File: src/rtl/core/rwr_pkg.sv
// rwr_pkg: shared types and constants of the reorder window receiver
// holds result kinds, field widths and the controller/datapath command and status structs
// no dependencies
`timescale 1ns / 1ps

package rwr_pkg;

    // field widths
    localparam int SEQ_W   = 32;
    localparam int REF_W   = 16;
    localparam int LEN_W   = 16;
    localparam int KIND_W  = 2;
    localparam int WIN_W   = 6;
    localparam int TDATA_W = SEQ_W + REF_W + LEN_W;

    // window size after reset
    localparam logic [WIN_W-1:0] WIN_RESET = 6'd16;

    // result kinds
    localparam logic [KIND_W-1:0] KIND_DELIVER = 2'd0;
    localparam logic [KIND_W-1:0] KIND_ACK     = 2'd1;
    localparam logic [KIND_W-1:0] KIND_RETX    = 2'd2;

    // commands from the controller to the datapath
    typedef struct packed {
        logic capture;      // input transfer taken
        logic out_ack;      // send acknowledge-only result
        logic out_deliver;  // send delivery, advance, start drain of successor
        logic drain_load;   // take drained descriptor from the store
        logic store;        // store attempt and scan setup
        logic scan_step;    // one gap scan position
        logic flush;        // send held retransmit request as final result
    } rwr_cmd_t;

    // status from the datapath to the controller
    typedef struct packed {
        logic is_ack;
        logic is_deliver;
        logic next_stored;
        logic scan_done;
        logic scan_hit;
        logic hold_valid;
        logic out_free;
    } rwr_status_t;

endpackage

File: src/rtl/core/reorder_window_receiver_unit.sv
// reorder_window_receiver_unit: top level of the selective repeat receive window
// depends on rwr_pkg; instantiates rwr_ctrl and rwr_datapath (which holds rwr_ram)
//
// Usage:
//   s_ channel carries one data packet descriptor per transfer (sequence number,
//   payload reference, length). m_ channel carries results: deliveries, plain
//   acknowledges and retransmit requests, kind in m_tuser, m_tlast on the final
//   result of each input packet. A packet inside the window that fills no gap
//   may produce no result at all.
//   cfg_wr_en/cfg_wr_data write the window size, only while the block is idle.
// Processing steps:
//   acknowledge-only packet: taken in idle, classified, then the result is
//   registered; the next packet is taken only after the return to idle.
//   in-order packet: taken and classified, then delivered, plus a drain step
//   (descriptor store read) and a further delivery per stored successor.
//   out-of-order packet: classified, stored, one gap scan step per window position,
//   a step to close the scan, one to send the held final request; the scan runs
//   one slot a cycle over the effective window unless a request waits on the output.
// Reset: window size 16, delivered sequence and retry mark zero, store empty.
// Stall: the output register holds its result while m_tready is low; the
//   sequencer waits while it has a further result to send and the register is full.
`timescale 1ns / 1ps

module reorder_window_receiver_unit
    import rwr_pkg::*;
#(
    parameter int WINDOW_MAX = 32
) (
    input  logic               aclk,
    input  logic               aresetn,
    // configuration
    input  logic               cfg_wr_en,
    input  logic [WIN_W-1:0]   cfg_wr_data,   // window_size
    // input packets
    input  logic               s_tvalid,
    output logic               s_tready,
    input  logic [TDATA_W-1:0] s_tdata,       // seq[31:0], payload_ref[47:32], length[63:48]
    // results
    output logic               m_tvalid,
    input  logic               m_tready,
    output logic [TDATA_W-1:0] m_tdata,       // out_seq[31:0], out_payload_ref[47:32],
                                              // out_length[63:48]
    output logic [KIND_W-1:0]  m_tuser,       // kind[1:0]
    output logic               m_tlast
);

    rwr_cmd_t          cmd;
    rwr_status_t       st;
    logic [SEQ_W-1:0]  out_seq;
    logic [REF_W-1:0]  out_ref;
    logic [LEN_W-1:0]  out_len;

    // sequencer
    rwr_ctrl u_ctrl (
        .aclk     (aclk),
        .aresetn  (aresetn),
        .in_valid (s_tvalid),
        .in_ready (s_tready),
        .st       (st),
        .cmd      (cmd)
    );

    // datapath and store
    rwr_datapath #(
        .WINDOW_MAX (WINDOW_MAX)
    ) u_datapath (
        .aclk        (aclk),
        .aresetn     (aresetn),
        .cfg_wr_en   (cfg_wr_en),
        .cfg_wr_data (cfg_wr_data),
        .in_seq      (s_tdata[SEQ_W-1:0]),
        .in_ref      (s_tdata[SEQ_W+REF_W-1:SEQ_W]),
        .in_len      (s_tdata[TDATA_W-1:SEQ_W+REF_W]),
        .cmd         (cmd),
        .st          (st),
        .m_tready    (m_tready),
        .m_valid     (m_tvalid),
        .m_kind      (m_tuser),
        .m_seq       (out_seq),
        .m_ref       (out_ref),
        .m_len       (out_len),
        .m_last      (m_tlast)
    );

    // result packing
    assign m_tdata = {out_len, out_ref, out_seq};

endmodule

File: src/rtl/core/rwr_ram.sv
// rwr_ram: generic single write port, single read port ram with registered read
// used for the reorder store descriptors; no package dependency
`timescale 1ns / 1ps

module rwr_ram #(
    parameter int WIDTH = 32,
    parameter int DEPTH = 32
) (
    input  logic                     aclk,
    input  logic                     wr_en,
    input  logic [$clog2(DEPTH)-1:0] wr_addr,
    input  logic [WIDTH-1:0]         wr_data,
    input  logic                     rd_en,
    input  logic [$clog2(DEPTH)-1:0] rd_addr,
    output logic [WIDTH-1:0]         rd_data
);

    logic [WIDTH-1:0] mem_reg [DEPTH];
    logic [WIDTH-1:0] rd_data_reg;

    // write port
    always_ff @(posedge aclk) begin
        if (wr_en) begin
            mem_reg[wr_addr] <= wr_data;
        end
    end

    // registered read port
    always_ff @(posedge aclk) begin
        if (rd_en) begin
            rd_data_reg <= mem_reg[rd_addr];
        end
    end

    assign rd_data = rd_data_reg;

endmodule

File: src/rtl/core/rwr_datapath.sv
// rwr_datapath: sequence state, slot valid flags, descriptor store, gap scan and output register
// depends on rwr_pkg and rwr_ram; driven by rwr_ctrl through rwr_cmd_t
`timescale 1ns / 1ps

module rwr_datapath
    import rwr_pkg::*;
#(
    parameter int WINDOW_MAX = 32
) (
    input  logic               aclk,
    input  logic               aresetn,
    input  logic               cfg_wr_en,
    input  logic [WIN_W-1:0]   cfg_wr_data,
    input  logic [SEQ_W-1:0]   in_seq,
    input  logic [REF_W-1:0]   in_ref,
    input  logic [LEN_W-1:0]   in_len,
    input  rwr_cmd_t           cmd,
    output rwr_status_t        st,
    input  logic               m_tready,
    output logic               m_valid,
    output logic [KIND_W-1:0]  m_kind,
    output logic [SEQ_W-1:0]   m_seq,
    output logic [REF_W-1:0]   m_ref,
    output logic [LEN_W-1:0]   m_len,
    output logic               m_last
);

    localparam int SW   = $clog2(WINDOW_MAX);      // slot index bits
    localparam int SUMW = SW + 1;                  // slot sum before wrap
    localparam int CW   = $clog2(WINDOW_MAX + 1);  // count and window bits

    // slot index plus one, wrapping at the store depth
    function automatic logic [SW-1:0] slot_inc(input logic [SW-1:0] s);
        logic [SW-1:0] r;
        if (s == SW'(WINDOW_MAX - 1)) begin
            r = '0;
        end else begin
            r = s + SW'(1);
        end
        return r;
    endfunction

    // configuration and sequence state
    logic [WIN_W-1:0]      win_reg;
    logic [SEQ_W-1:0]      delivered_reg;
    logic [SW-1:0]         base_reg;       // delivered sequence modulo store depth
    logic [SEQ_W-1:0]      retry_reg;
    logic [CW-1:0]         count_reg;
    logic [WINDOW_MAX-1:0] valid_reg;

    // current item
    logic [SEQ_W-1:0]      seq_reg;
    logic [SEQ_W-1:0]      dist_reg;
    logic [REF_W-1:0]      cur_ref_reg;
    logic [LEN_W-1:0]      cur_len_reg;

    // gap scan
    logic [SEQ_W-1:0]      t_reg;
    logic [SW-1:0]         tslot_reg;
    logic [CW-1:0]         i_reg;
    logic [SEQ_W-1:0]      hold_reg;
    logic                  hold_valid_reg;

    // output register
    logic                  m_valid_reg;
    logic [KIND_W-1:0]     m_kind_reg;
    logic [SEQ_W-1:0]      m_seq_reg;
    logic [REF_W-1:0]      m_ref_reg;
    logic [LEN_W-1:0]      m_len_reg;
    logic                  m_last_reg;

    logic                  out_load;
    logic [KIND_W-1:0]     m_kind_next;
    logic [SEQ_W-1:0]      m_seq_next;
    logic [REF_W-1:0]      m_ref_next;
    logic [LEN_W-1:0]      m_len_next;
    logic                  m_last_next;

    logic [CW-1:0]         w_eff;
    logic [SEQ_W-1:0]      w32;
    logic [SW-1:0]         nslot;
    logic [SW-1:0]         nnslot;
    logic [SUMW-1:0]       k_sum;
    logic [SW-1:0]         k_slot;
    logic                  store_ok;
    logic [SEQ_W-1:0]      span_seq;
    logic [SEQ_W-1:0]      span_retry;
    logic                  scan_hit;
    logic                  next_stored;
    logic                  out_free;
    logic [REF_W+LEN_W-1:0] rd_desc;

    // effective window, clipped to the store depth
    always_comb begin
        if (win_reg > WIN_W'(WINDOW_MAX)) begin
            w_eff = CW'(WINDOW_MAX);
        end else begin
            w_eff = CW'(win_reg);
        end
    end
    assign w32 = SEQ_W'(w_eff);

    // slot arithmetic relative to the delivered sequence
    assign nslot  = slot_inc(base_reg);
    assign nnslot = slot_inc(nslot);
    assign k_sum  = SUMW'(base_reg) + dist_reg[SUMW-1:0];
    assign k_slot = (k_sum >= SUMW'(WINDOW_MAX)) ? SW'(k_sum - SUMW'(WINDOW_MAX)) : SW'(k_sum);

    // stored entries always lie within the store depth ahead of the delivered
    // sequence, so a set valid flag at the mapped slot implies a matching tag
    assign next_stored = valid_reg[nnslot];
    assign store_ok    = !valid_reg[k_slot] && (count_reg < w_eff);

    // gap scan test for the current position
    assign span_seq   = seq_reg - t_reg;
    assign span_retry = retry_reg - t_reg;
    assign scan_hit   = !valid_reg[tslot_reg] && (span_seq <= w32) && (span_retry > w32);

    assign out_free = !m_valid_reg || m_tready;

    // status to the controller; the next packet in order is delivered whatever the window
    always_comb begin
        st.is_ack      = (dist_reg == '0) || ((dist_reg > w32) && (dist_reg != SEQ_W'(1)));
        st.is_deliver  = (dist_reg == SEQ_W'(1));
        st.next_stored = next_stored;
        st.scan_done   = (i_reg == w_eff);
        st.scan_hit    = scan_hit;
        st.hold_valid  = hold_valid_reg;
        st.out_free    = out_free;
    end

    // result selection
    always_comb begin
        out_load    = 1'b0;
        m_kind_next = KIND_RETX;
        m_seq_next  = hold_reg;
        m_ref_next  = '0;
        m_len_next  = '0;
        m_last_next = 1'b0;
        if (cmd.out_ack) begin
            out_load    = 1'b1;
            m_kind_next = KIND_ACK;
            m_seq_next  = seq_reg;
            m_last_next = 1'b1;
        end else if (cmd.out_deliver) begin
            out_load    = 1'b1;
            m_kind_next = KIND_DELIVER;
            m_seq_next  = delivered_reg + SEQ_W'(1);
            m_ref_next  = cur_ref_reg;
            m_len_next  = cur_len_reg;
            m_last_next = !next_stored;
        end else if (cmd.scan_step && scan_hit && hold_valid_reg) begin
            out_load    = 1'b1;
        end else if (cmd.flush) begin
            out_load    = 1'b1;
            m_last_next = 1'b1;
        end
    end

    // configuration register
    always_ff @(posedge aclk) begin
        if (!aresetn) begin
            win_reg <= WIN_RESET;
        end else if (cfg_wr_en) begin
            win_reg <= cfg_wr_data;
        end
    end

    // sequence state, store flags and count
    always_ff @(posedge aclk) begin
        if (!aresetn) begin
            delivered_reg  <= '0;
            base_reg       <= '0;
            retry_reg      <= '0;
            count_reg      <= '0;
            valid_reg      <= '0;
            hold_valid_reg <= 1'b0;
        end else begin
            if (cmd.out_deliver) begin
                delivered_reg <= delivered_reg + SEQ_W'(1);
                base_reg      <= nslot;
                if (next_stored) begin
                    valid_reg[nnslot] <= 1'b0;
                    if (count_reg != '0) begin
                        count_reg <= count_reg - CW'(1);
                    end
                end
            end
            if (cmd.store) begin
                hold_valid_reg <= 1'b0;
                if (store_ok) begin
                    valid_reg[k_slot] <= 1'b1;
                    count_reg         <= count_reg + CW'(1);
                end
            end
            if (cmd.scan_step && scan_hit) begin
                hold_valid_reg <= 1'b1;
                retry_reg      <= t_reg;
            end
            if (cmd.flush) begin
                hold_valid_reg <= 1'b0;
            end
        end
    end

    // item capture, drain descriptor and scan position
    always_ff @(posedge aclk) begin
        if (cmd.capture) begin
            seq_reg     <= in_seq;
            dist_reg    <= in_seq - delivered_reg;
            cur_ref_reg <= in_ref;
            cur_len_reg <= in_len;
        end
        if (cmd.drain_load) begin
            cur_ref_reg <= rd_desc[REF_W+LEN_W-1:LEN_W];
            cur_len_reg <= rd_desc[LEN_W-1:0];
        end
        if (cmd.store) begin
            t_reg     <= delivered_reg + SEQ_W'(1);
            tslot_reg <= nslot;
            i_reg     <= '0;
        end
        if (cmd.scan_step) begin
            t_reg     <= t_reg + SEQ_W'(1);
            tslot_reg <= slot_inc(tslot_reg);
            i_reg     <= i_reg + CW'(1);
            if (scan_hit) begin
                hold_reg <= t_reg;
            end
        end
    end

    // descriptor store
    rwr_ram #(
        .WIDTH (REF_W + LEN_W),
        .DEPTH (WINDOW_MAX)
    ) u_desc_ram (
        .aclk    (aclk),
        .wr_en   (cmd.store && store_ok),
        .wr_addr (k_slot),
        .wr_data ({cur_ref_reg, cur_len_reg}),
        .rd_en   (cmd.out_deliver && next_stored),
        .rd_addr (nnslot),
        .rd_data (rd_desc)
    );

    // output register
    always_ff @(posedge aclk) begin
        if (!aresetn) begin
            m_valid_reg <= 1'b0;
        end else if (out_load) begin
            m_valid_reg <= 1'b1;
        end else if (m_tready) begin
            m_valid_reg <= 1'b0;
        end
    end

    always_ff @(posedge aclk) begin
        if (out_load) begin
            m_kind_reg <= m_kind_next;
            m_seq_reg  <= m_seq_next;
            m_ref_reg  <= m_ref_next;
            m_len_reg  <= m_len_next;
            m_last_reg <= m_last_next;
        end
    end

    assign m_valid = m_valid_reg;
    assign m_kind  = m_kind_reg;
    assign m_seq   = m_seq_reg;
    assign m_ref   = m_ref_reg;
    assign m_len   = m_len_reg;
    assign m_last  = m_last_reg;

    // stored count tracks the valid flags
    a_count_matches_flags: assert property (@(posedge aclk) disable iff (!aresetn)
        count_reg == CW'($countones(valid_reg)))
        else $error("stored count differs from number of valid slots");

    // only deliveries carry a descriptor
    a_no_desc_on_ack: assert property (@(posedge aclk) disable iff (!aresetn)
        (m_valid_reg && m_kind_reg != KIND_DELIVER) |-> (m_ref_reg == '0 && m_len_reg == '0))
        else $error("descriptor on non-delivery result");

    // a result is never overwritten before it is taken
    a_no_overwrite: assert property (@(posedge aclk) disable iff (!aresetn)
        out_load |-> out_free)
        else $error("output register loaded while stalled");

endmodule

File: src/rtl/core/rwr_ctrl.sv
// rwr_ctrl: item sequencer of the reorder window receiver
// depends on rwr_pkg; issues rwr_cmd_t to rwr_datapath and reads rwr_status_t back
`timescale 1ns / 1ps

module rwr_ctrl
    import rwr_pkg::*;
(
    input  logic        aclk,
    input  logic        aresetn,
    input  logic        in_valid,
    output logic        in_ready,
    input  rwr_status_t st,
    output rwr_cmd_t    cmd
);

    localparam logic [2:0] ST_IDLE     = 3'd0;
    localparam logic [2:0] ST_CLASSIFY = 3'd1;
    localparam logic [2:0] ST_ACK      = 3'd2;
    localparam logic [2:0] ST_DELIVER  = 3'd3;
    localparam logic [2:0] ST_DRAIN    = 3'd4;
    localparam logic [2:0] ST_STORE    = 3'd5;
    localparam logic [2:0] ST_SCAN     = 3'd6;
    localparam logic [2:0] ST_FLUSH    = 3'd7;

    logic [2:0] state_reg;
    logic [2:0] state_next;

    // next state and commands
    always_comb begin
        state_next = state_reg;
        cmd        = '0;
        in_ready   = 1'b0;
        unique case (state_reg)
            ST_IDLE: begin
                in_ready = 1'b1;
                if (in_valid) begin
                    cmd.capture = 1'b1;
                    state_next  = ST_CLASSIFY;
                end
            end
            ST_CLASSIFY: begin
                if (st.is_ack) begin
                    state_next = ST_ACK;
                end else if (st.is_deliver) begin
                    state_next = ST_DELIVER;
                end else begin
                    state_next = ST_STORE;
                end
            end
            ST_ACK: begin
                if (st.out_free) begin
                    cmd.out_ack = 1'b1;
                    state_next  = ST_IDLE;
                end
            end
            ST_DELIVER: begin
                if (st.out_free) begin
                    cmd.out_deliver = 1'b1;
                    state_next      = st.next_stored ? ST_DRAIN : ST_IDLE;
                end
            end
            ST_DRAIN: begin
                cmd.drain_load = 1'b1;
                state_next     = ST_DELIVER;
            end
            ST_STORE: begin
                cmd.store  = 1'b1;
                state_next = ST_SCAN;
            end
            ST_SCAN: begin
                if (st.scan_done) begin
                    state_next = ST_FLUSH;
                end else if (!(st.scan_hit && st.hold_valid && !st.out_free)) begin
                    cmd.scan_step = 1'b1;
                end
            end
            ST_FLUSH: begin
                if (!st.hold_valid) begin
                    state_next = ST_IDLE;
                end else if (st.out_free) begin
                    cmd.flush  = 1'b1;
                    state_next = ST_IDLE;
                end
            end
            default: begin
                state_next = ST_IDLE;
            end
        endcase
    end

    // state register
    always_ff @(posedge aclk) begin
        if (!aresetn) begin
            state_reg <= ST_IDLE;
        end else begin
            state_reg <= state_next;
        end
    end

    // a drain always follows a delivery that found a stored successor
    a_drain_after_deliver: assert property (@(posedge aclk) disable iff (!aresetn)
        (state_reg == ST_DRAIN) |-> ($past(cmd.out_deliver) && $past(st.next_stored)))
        else $error("drain without preceding delivery");

    // a transfer is only taken while idle; each one starts classification
    a_capture_idle: assert property (@(posedge aclk) disable iff (!aresetn)
        cmd.capture |=> (state_reg == ST_CLASSIFY))
        else $error("capture did not start classification");

    // input ready only while idle
    a_ready_idle: assert property (@(posedge aclk) disable iff (!aresetn)
        in_ready |-> (state_reg == ST_IDLE))
        else $error("input ready outside idle");

endmodule

File: config.mk
export PLATFORM = sky130hd
export DESIGN_NAME = reorder_window_receiver_unit
export DESIGN_NICKNAME = d
export VERILOG_FILES = /design/src/rtl/core/rwr_pkg.sv /design/src/rtl/core/reorder_window_receiver_unit.sv /design/src/rtl/core/rwr_ram.sv /design/src/rtl/core/rwr_datapath.sv /design/src/rtl/core/rwr_ctrl.sv
export SDC_FILE = /design/constraint.sdc
export NUM_CORES = 2
export LEC_CHECK = 0
export BUFFER_PORTS_ARGS = -buffer_cell sky130_fd_sc_hd__buf_4
export CAP_MARGIN = 10
export CORE_MARGIN = 2
export CORE_UTILIZATION = 40
export DETAILED_ROUTE_END_ITERATION = 6
export HOLD_SLACK_MARGIN = 0.15
export PLACE_DENSITY = 0.61
export SLEW_MARGIN = 10
export SYNTH_ARGS = -nofsm -noshare
export SYNTH_HDL_FRONTEND = slang
export SYNTH_SLANG_ARGS = --single-unit
File: constraint.sdc
create_clock -name aclk -period 18.4 [get_ports aclk]
set_input_delay 1.84 -clock aclk [delete_from_list [all_inputs] [get_ports aclk]]
set_output_delay 1.84 -clock aclk [all_outputs]
set_load 0.05 [all_outputs]
### Word level (Yosys, flattened, before mapping)

Memory sizes are Yosys's and may differ from the RTL's. A register that Yosys moved wholly into a read port is not among the register bits.
Index checks and enable logic that the tools add are counted.

* register bits after elaboration: 356
* RAM bits: 1024
* output and inout port bits: 69
* memories: 1

Memories
* u_datapath.u_desc_ram.mem_reg: depth 32, width 32, read ports 1, clocked after memory_dff 1, write ports 1, RTL line rwr_ram.sv:18 `logic [WIDTH-1:0] mem_reg [DEPTH];`

* add/sub/neg operators: 13
* order comparisons: 11
* equality and inequality tests: 16
* multiplexer cells: 72
* bitwise logic cells: 5
* reductions and logical operators: 30

Operator list (number)
* 32-bit two-way mux: 9
* 32-bit subtractor: 3
* 32-bit by 1-bit adder with 32-bit output, second input constant: 2
* 32-bit by 6-bit > comparator with 1-bit output: 2
* 16-bit two-way mux: 4
* 6-bit two-way mux: 8
* 32-bit AND: 1
* 32-bit by 1-bit == test with 1-bit output, second input constant: 1
* 32-bit by 6-bit less-or-equal comparator with 1-bit output: 1
* 32-bit logical NOT: 1
* 32-bit by 1-bit != test with 1-bit output, second input constant: 1
* 32-bit inverter: 1
* 32-bit bitwise OR: 1
* 1-bit two-way mux: 30
* 5-bit two-way mux: 6
* 3-bit two-way mux: 8
* 3-bit one-hot mux with 8 select lines: 1
* 5-bit by 6-bit less-than comparator with 1-bit output, second input constant: 3
* 5-bit by 1-bit adder with 5-bit output, second input constant: 3
* 1-bit binary-select mux with 5-bit select: 3
* 5-bit == test, second input constant: 3
* 6-bit by 1-bit adder with 6-bit output, second input constant: 2
* 3-bit == test, second input constant: 4
* 1-bit logical AND: 12
* other kinds (23): 37

### Depth between registers and ports, before layout

* depth after elaboration: 16
* gate-level depth with buffers: 21
* depth with buffers taken out: 19

### Cells and area by module

From an unflattened synthesis, not the netlist that was laid out.

* cells, all modules: 4603
* area, all modules: 63490.9 sq um

Modules (own cells, without submodules)
* rwr_ram: instances 1, cells an instance 2260, area an instance 40812.9 sq um, sequential area each 31710.4 sq um
* rwr_datapath: instances 1, cells an instance 2304, area an instance 22381.5 sq um, sequential area each 9449.1 sq um
* rwr_ctrl: instances 1, cells an instance 39, area an instance 296.5 sq um, sequential area each 60.1 sq um

### Worst setup path before layout

Ideal clock, no wire load.

* kind: flip-flop to flip-flop
* from: reg u_datapath.t_reg[0]
* to: reg u_datapath.m_kind_reg[0], in the netlist u_datapath.m_kind[0] (enable)
* setup time: 709 ps
* arrival time: 5649 ps
* data required time: 17691 ps
* slack: 12043 ps
* stages on the path, launching flop included: 20
* period minus slack after synthesis: 6357 ps
* path through: edfxtp_1 > ha_1 > inv_1 > fa_1 > a21o_1 > a21oi_1 > xnor2_1 > ha_1 > nand3_1 > a21oi_1 > a2111oi_0 > nor2_1 > or4_1 > or4_1 > or4_4 > nor4_4 > a2111oi_4 > buf_2 > nand2_1 > nand2_1

* word-level cells in the longest chain between the ends: 14
* elaborated cells between the ends (all ways): 16
* classes of those cells: add/sub (2); order compare (2); mux (6); reduce/logical (6)

RTL lines
* start: declaration: RTL line rwr_datapath.sv:58 `logic [SEQ_W-1:0] t_reg;`
* start signal: assignment: RTL line rwr_datapath.sv:219 `t_reg <= delivered_reg + SEQ_W'(1);`
* start signal: assignment: RTL line rwr_datapath.sv:224 `t_reg <= t_reg + SEQ_W'(1);`
* 32-bit subtractor: RTL line rwr_datapath.sv:115 `assign span_seq = seq_reg - t_reg;`
* 32-bit by 6-bit less-or-equal comparator with 1-bit output: RTL line rwr_datapath.sv:117 `assign scan_hit = !valid_reg[tslot_reg] && (span_seq <= w32) && (span_retry > w32);`
* 1-bit logical AND: RTL line rwr_datapath.sv:117
* 1-bit logical AND (*): RTL line rwr_datapath.sv:117
* 1-bit logical AND (2 in series): RTL line rwr_ctrl.sv:73 `end else if (!(st.scan_hit && st.hold_valid && !st.out_free)) begin`
* 1-bit two-way mux: RTL line rwr_ctrl.sv:73
* 1-bit two-way mux: RTL line rwr_ctrl.sv:71 `if (st.scan_done) begin`
* 1-bit two-way mux: RTL line rwr_ctrl.sv:33 `unique case (state_reg)`
* 1-bit logical AND (*) (2 in series): RTL line rwr_datapath.sv:152 `end else if (cmd.scan_step && scan_hit && hold_valid_reg) begin`
* 1-bit two-way mux (*): RTL line rwr_datapath.sv:152
* 1-bit two-way mux (*): RTL line rwr_datapath.sv:145 `end else if (cmd.out_deliver) begin`
* 1-bit two-way mux (*): RTL line rwr_datapath.sv:140 `if (cmd.out_ack) begin`
* net u_datapath.out_load: RTL line rwr_datapath.sv:72 `logic out_load;`
* end signal: assignment: RTL line rwr_datapath.sv:260 `m_kind_reg <= m_kind_next;`
* end: declaration: RTL line rwr_datapath.sv:66 `logic [KIND_W-1:0] m_kind_reg;`

The timed path passes the listed nets; every way through them passes the cells marked *.
A chain may end at the register's enable or synchronous reset.

### Worst setup path after layout

* from: reg u_datapath.base_reg[0]
* to: reg u_datapath.count_reg[1]

* word-level cells in the longest chain between the ends: 10
* elaborated cells between the ends (all ways): 20
* classes of those cells: add/sub (4); order compare (1); eq/ne (2); mux (11); reduce/logical (2)

RTL lines
* start: declaration: RTL line rwr_datapath.sv:46 `logic [SW-1:0] base_reg;`
* start signal: assignment: RTL line rwr_datapath.sv:181 `base_reg <= nslot;`
* 5-bit by 1-bit adder with 5-bit output / 5-bit == test (equally long branches): RTL line rwr_datapath.sv:38, rwr_datapath.sv:35
* 5-bit two-way mux: RTL line rwr_datapath.sv:35 `if (s == SW'(WINDOW_MAX - 1)) begin`
* 5-bit by 1-bit adder with 5-bit output / 5-bit == test (equally long branches): RTL line rwr_datapath.sv:38, rwr_datapath.sv:35
* 5-bit two-way mux: RTL line rwr_datapath.sv:35
* 1-bit binary-select mux with 5-bit select: RTL line rwr_datapath.sv:111 `assign next_stored = valid_reg[nnslot];`
* 1-bit two-way mux (not written as such): RTL line rwr_datapath.sv:111
* 6-bit two-way mux: RTL line rwr_datapath.sv:182 `if (next_stored) begin`
* 6-bit two-way mux: RTL line rwr_datapath.sv:179 `if (cmd.out_deliver) begin`
* 6-bit two-way mux: RTL line rwr_datapath.sv:191 `if (store_ok) begin`
* 6-bit two-way mux (*): RTL line rwr_datapath.sv:189 `if (cmd.store) begin`
* end signal: assignment: RTL line rwr_datapath.sv:185 `count_reg <= count_reg - CW'(1);`
* end signal: assignment: RTL line rwr_datapath.sv:193 `count_reg <= count_reg + CW'(1);`
* end: declaration: RTL line rwr_datapath.sv:48 `logic [CW-1:0] count_reg;`

Mark *: on every way between the ends. The rest lies on a longest branch, timed or not. The select of a mux whose other input is x is not followed.

==> results.json <==
{
  "status": "finished clean",
  "drt_iter0_drc": 4061,
  "antenna_left": 0,
  "pin_count": 144,
  "cp_max_fo": 49,
  "fin_nets": 4441,
  "ir_drop_uv": 92.1,
  "largest_register_ffs": 1024,
  "clkLatencyLatePin_ns": 0.82,
  "fmax_mhz": 145,
  "slew_headroom_pct": 19.7,
  "synth_cells": 4040,
  "syn_area_mm2": 0.0622,
  "worst_pin_slew_ns": 1.20,
  "synth_top_area_share_pct": 62.4,
  "cts_root_buffer": "clkbuf_16",
  "cp-start-kind": "register",
  "setup_tns_ns": 0,
  "synth_edf_count": 1294,
  "postLayoutCoreUtil_pct": 45.9,
  "worst_path_max_delay_cell": "buf_4",
  "slew_violations": 0,
  "ctsResizeCount": 0,
  "wl_um": 175000,
  "setup_viol_count_final": 0,
  "multi_input_area_mm2": 0.0202,
  "critPathArrivalTime_ns": 7.60,
  "yosys.area.top_type": "edfxtp_1",
  "antenna_found_initial": 1,
  "yosysWarnings": 0,
  "syn-num-nets": 4253,
  "clock_path_buffers": 3,
  "synthArstFlopShare_pct": 0,
  "synth_area_per_cell_um2": 15.4,
  "cts_buffers": 148,
  "critPathBufInv": 3,
  "seq_area_frac_synth_pct": 66.2,
  "first_pass_iters": 6,
  "portBuffers": 143,
  "cp.required_ns": 19.12,
  "clk_pin_slew_ns": 0.07,
  "drive_above_1_share_pct": 19.5,
  "p_leak_nw": 23.7,
  "dieWidth_um": 398,
  "fillers": 13500,
  "min_path_type": "register to register",
  "clock-sinks": 1412,
  "cts_setup_buffers": 0,
  "holdWs_ns": 0.486,
  "post-place-cells": 6121,
  "grt_max_degree": 81,
  "path_class": "register to register",
  "grt_pass1_vias": 36900,
  "critPathCaptureType": "register",
  "core-area_mm2": 0.154,
  "rsz0062_at_grt": "false",
  "hold_buffers": 0,
  "synth_ff_type": "edfxtp_1",
  "finalHoldViolCount": 0,
  "seq_area_mm2": 0.0412,
  "grt_usage_pct": 21.9,
  "die_area_mm2": 0.159,
  "clock_skew_ns": 0.0595,
  "power.total_mw": 6.80,
  "ys_ff_latch": 1412,
  "h-tree-depth": 4,
  "area_delta_synth_final_pct": 13.8,
  "crit_family": "simple AND/OR/NAND/NOR gates",
  "synthTopCellsByArea": "edfxtp_1, mux4_2, dfxtp_1",
  "maxCapViolations": 0,
  "fin_crit_ns": 6.89,
  "drt-wirelength-per-cell_um": 27.4,
  "gp_congestion": 0.917,
  "place_hpwl_um": 104000,
  "grt_pass1_wl_um": 254000,
  "vias_per_cell": 5.90,
  "power_density_mw_per_mm2": 96.0,
  "drc_errors": 0,
  "crit_chain": "ha_1 > and3_1 > ha_1 > or2_2 > nor4_1 > ha_1 > o21bai_4 > buf_4 > buf_4 > and2_1 > a211oi_1 > a31oi_1 > a211oi_1 > nor4_1 > and2_2 > buf_4 > nand2_1 > nand3_1 > o21ai_0 > o21a_1",
  "grt-ovfl-total": 0,
  "cts_tree": "done",
  "rows": 144,
  "via_count": 37700,
  "finalCritPeriodShare_pct": 37.4,
  "die_h_um": 398,
  "final_cells": 6391,
  "initial_core_util_pct": 40.4,
  "crit_path_max_incr_delay_ns": 0.81,
  "ys_types": 86
}
## synth_stat cells (10+ instances only)
cell / number
edfxtp_1: 1294
nand2_1: 280
mux4_2: 270
nor2_1: 243
a21oi_1: 155
ha_1: 134
o21ai_0: 125
xnor2_1: 124
clkbuf_1: 123
dfxtp_1: 118
inv_1: 109
mux2i_1: 81
nand4_1: 66
a22oi_1: 65
nor3_1: 63
nand3_1: 62
and3_1: 57
buf_1: 46
mux2_2: 42
a211oi_1: 36
o221a_2: 33
a21o_1: 32
nor4_1: 32
xor2_1: 32
a22o_1: 31
nor2b_1: 29
o21a_1: 29
and2_1: 28
o211ai_1: 25
or3_1: 25
nand2b_1: 24
a31oi_1: 20
or4_1: 13
nand3b_1: 12
a2111oi_0: 10
a211o_1: 10
and4_1: 10
## cells in the final DEF, fill, tap and decap left out, types with 27 or more instances in the layout
cell | synthesis | layout
a211oi_1 | 36 | 36
a21o_1 | 32 | 32
a21oi_1 | 155 | 154
a22o_1 | 31 | 31
a22oi_1 | 65 | 65
and3_1 | 57 | 57
buf_4 | 3 | 221
clkbuf_1 | 123 | 32
clkbuf_16 | 0 | 148
clkinv_1 | 1 | 27
clkinv_2 | 0 | 31
dfxtp_1 | 118 | 117
edfxtp_1 | 1294 | 1294
ha_1 | 134 | 134
inv_1 | 109 | 109
mux2_2 | 42 | 42
mux2i_1 | 81 | 81
mux4_2 | 270 | 270
nand2_1 | 280 | 278
nand3_1 | 62 | 62
nand4_1 | 66 | 66
nor2_1 | 243 | 204
nor2_4 | 0 | 39
nor2b_1 | 29 | 28
nor3_1 | 63 | 62
nor4_1 | 32 | 32
o21a_1 | 29 | 29
o21ai_0 | 125 | 125
o221a_2 | 33 | 33
xnor2_1 | 124 | 124
xor2_1 | 32 | 32
## routing by layer
layer	wire (um)	vias to the layer above	global-route usage (%)
met1	76400	19500	31.8
li1	-	16400	-
met4	4570	0	6.50
met3	13300	248	3.66
met2	80500	1607	33.8
met5	0	-	0
## stage by stage
step | worst slack (ns) | instance area, um2
5_1_grt | 10.89 | 70800
6_report | 11.51 | 70800
2_1_floorplan | 12.04 | 62200
3_5_place_dp | 11.47 | 66100
3_3_place_gp | 11.54 | 66100
4_1_cts | 11.48 | 70800
## area by class of cell
cell class | instances | share of cell area [%]
Clock inverter | 84 | 1.17
Antenna cell | 1 | 0.00353
Inverter | 111 | 0.588
Clock buffer | 184 | 5.48
Multi-Input combinational cell | 2333 | 28.6
Timing Repair Buffer | 222 | 2.37
Sequential cell | 1412 | 58.2
Tap cell | 2044 | 3.61
## logic make-up after synthesis
| kind of cell | Yosys count | share of synthesized area, % |
|---|---|---|
| AO/OA/AOI/OAI | 659 | 7.24 |
| flip-flops | 1412 | 66.2 |
| buffers and inverters | 295 | 1.84 |
| XOR/XNOR | 157 | 2.22 |
| multiplexers | 395 | 11.9 |
| adder cells (fa/ha/maj) | 138 | 2.82 |
| AND/OR/NAND/NOR | 984 | 7.77 |
## worst paths after layout
path | from | to | slack, ns | cells after the start
max | u_datapath.base_reg[0] | u_datapath.count_reg[1] | 11.51 | 20
min | u_datapath.t_reg[9] | u_datapath.hold_reg[9] | 0.49 | 0
max reg2reg | u_datapath.base_reg[0] | u_datapath.count_reg[1] | 11.51 | 20
min reg2reg | u_datapath.t_reg[9] | u_datapath.hold_reg[9] | 0.49 | 0
## report_power, final
group	switching (mW)	internal (mW)	leakage (nW)	total [mW]
clock	1.31	1.59	2.29	2.90
combinational	0.197	0.114	8.84	0.312
sequential	0.0479	3.54	12.6	3.59
No activity file was read; power rests on OpenSTA's default activity.
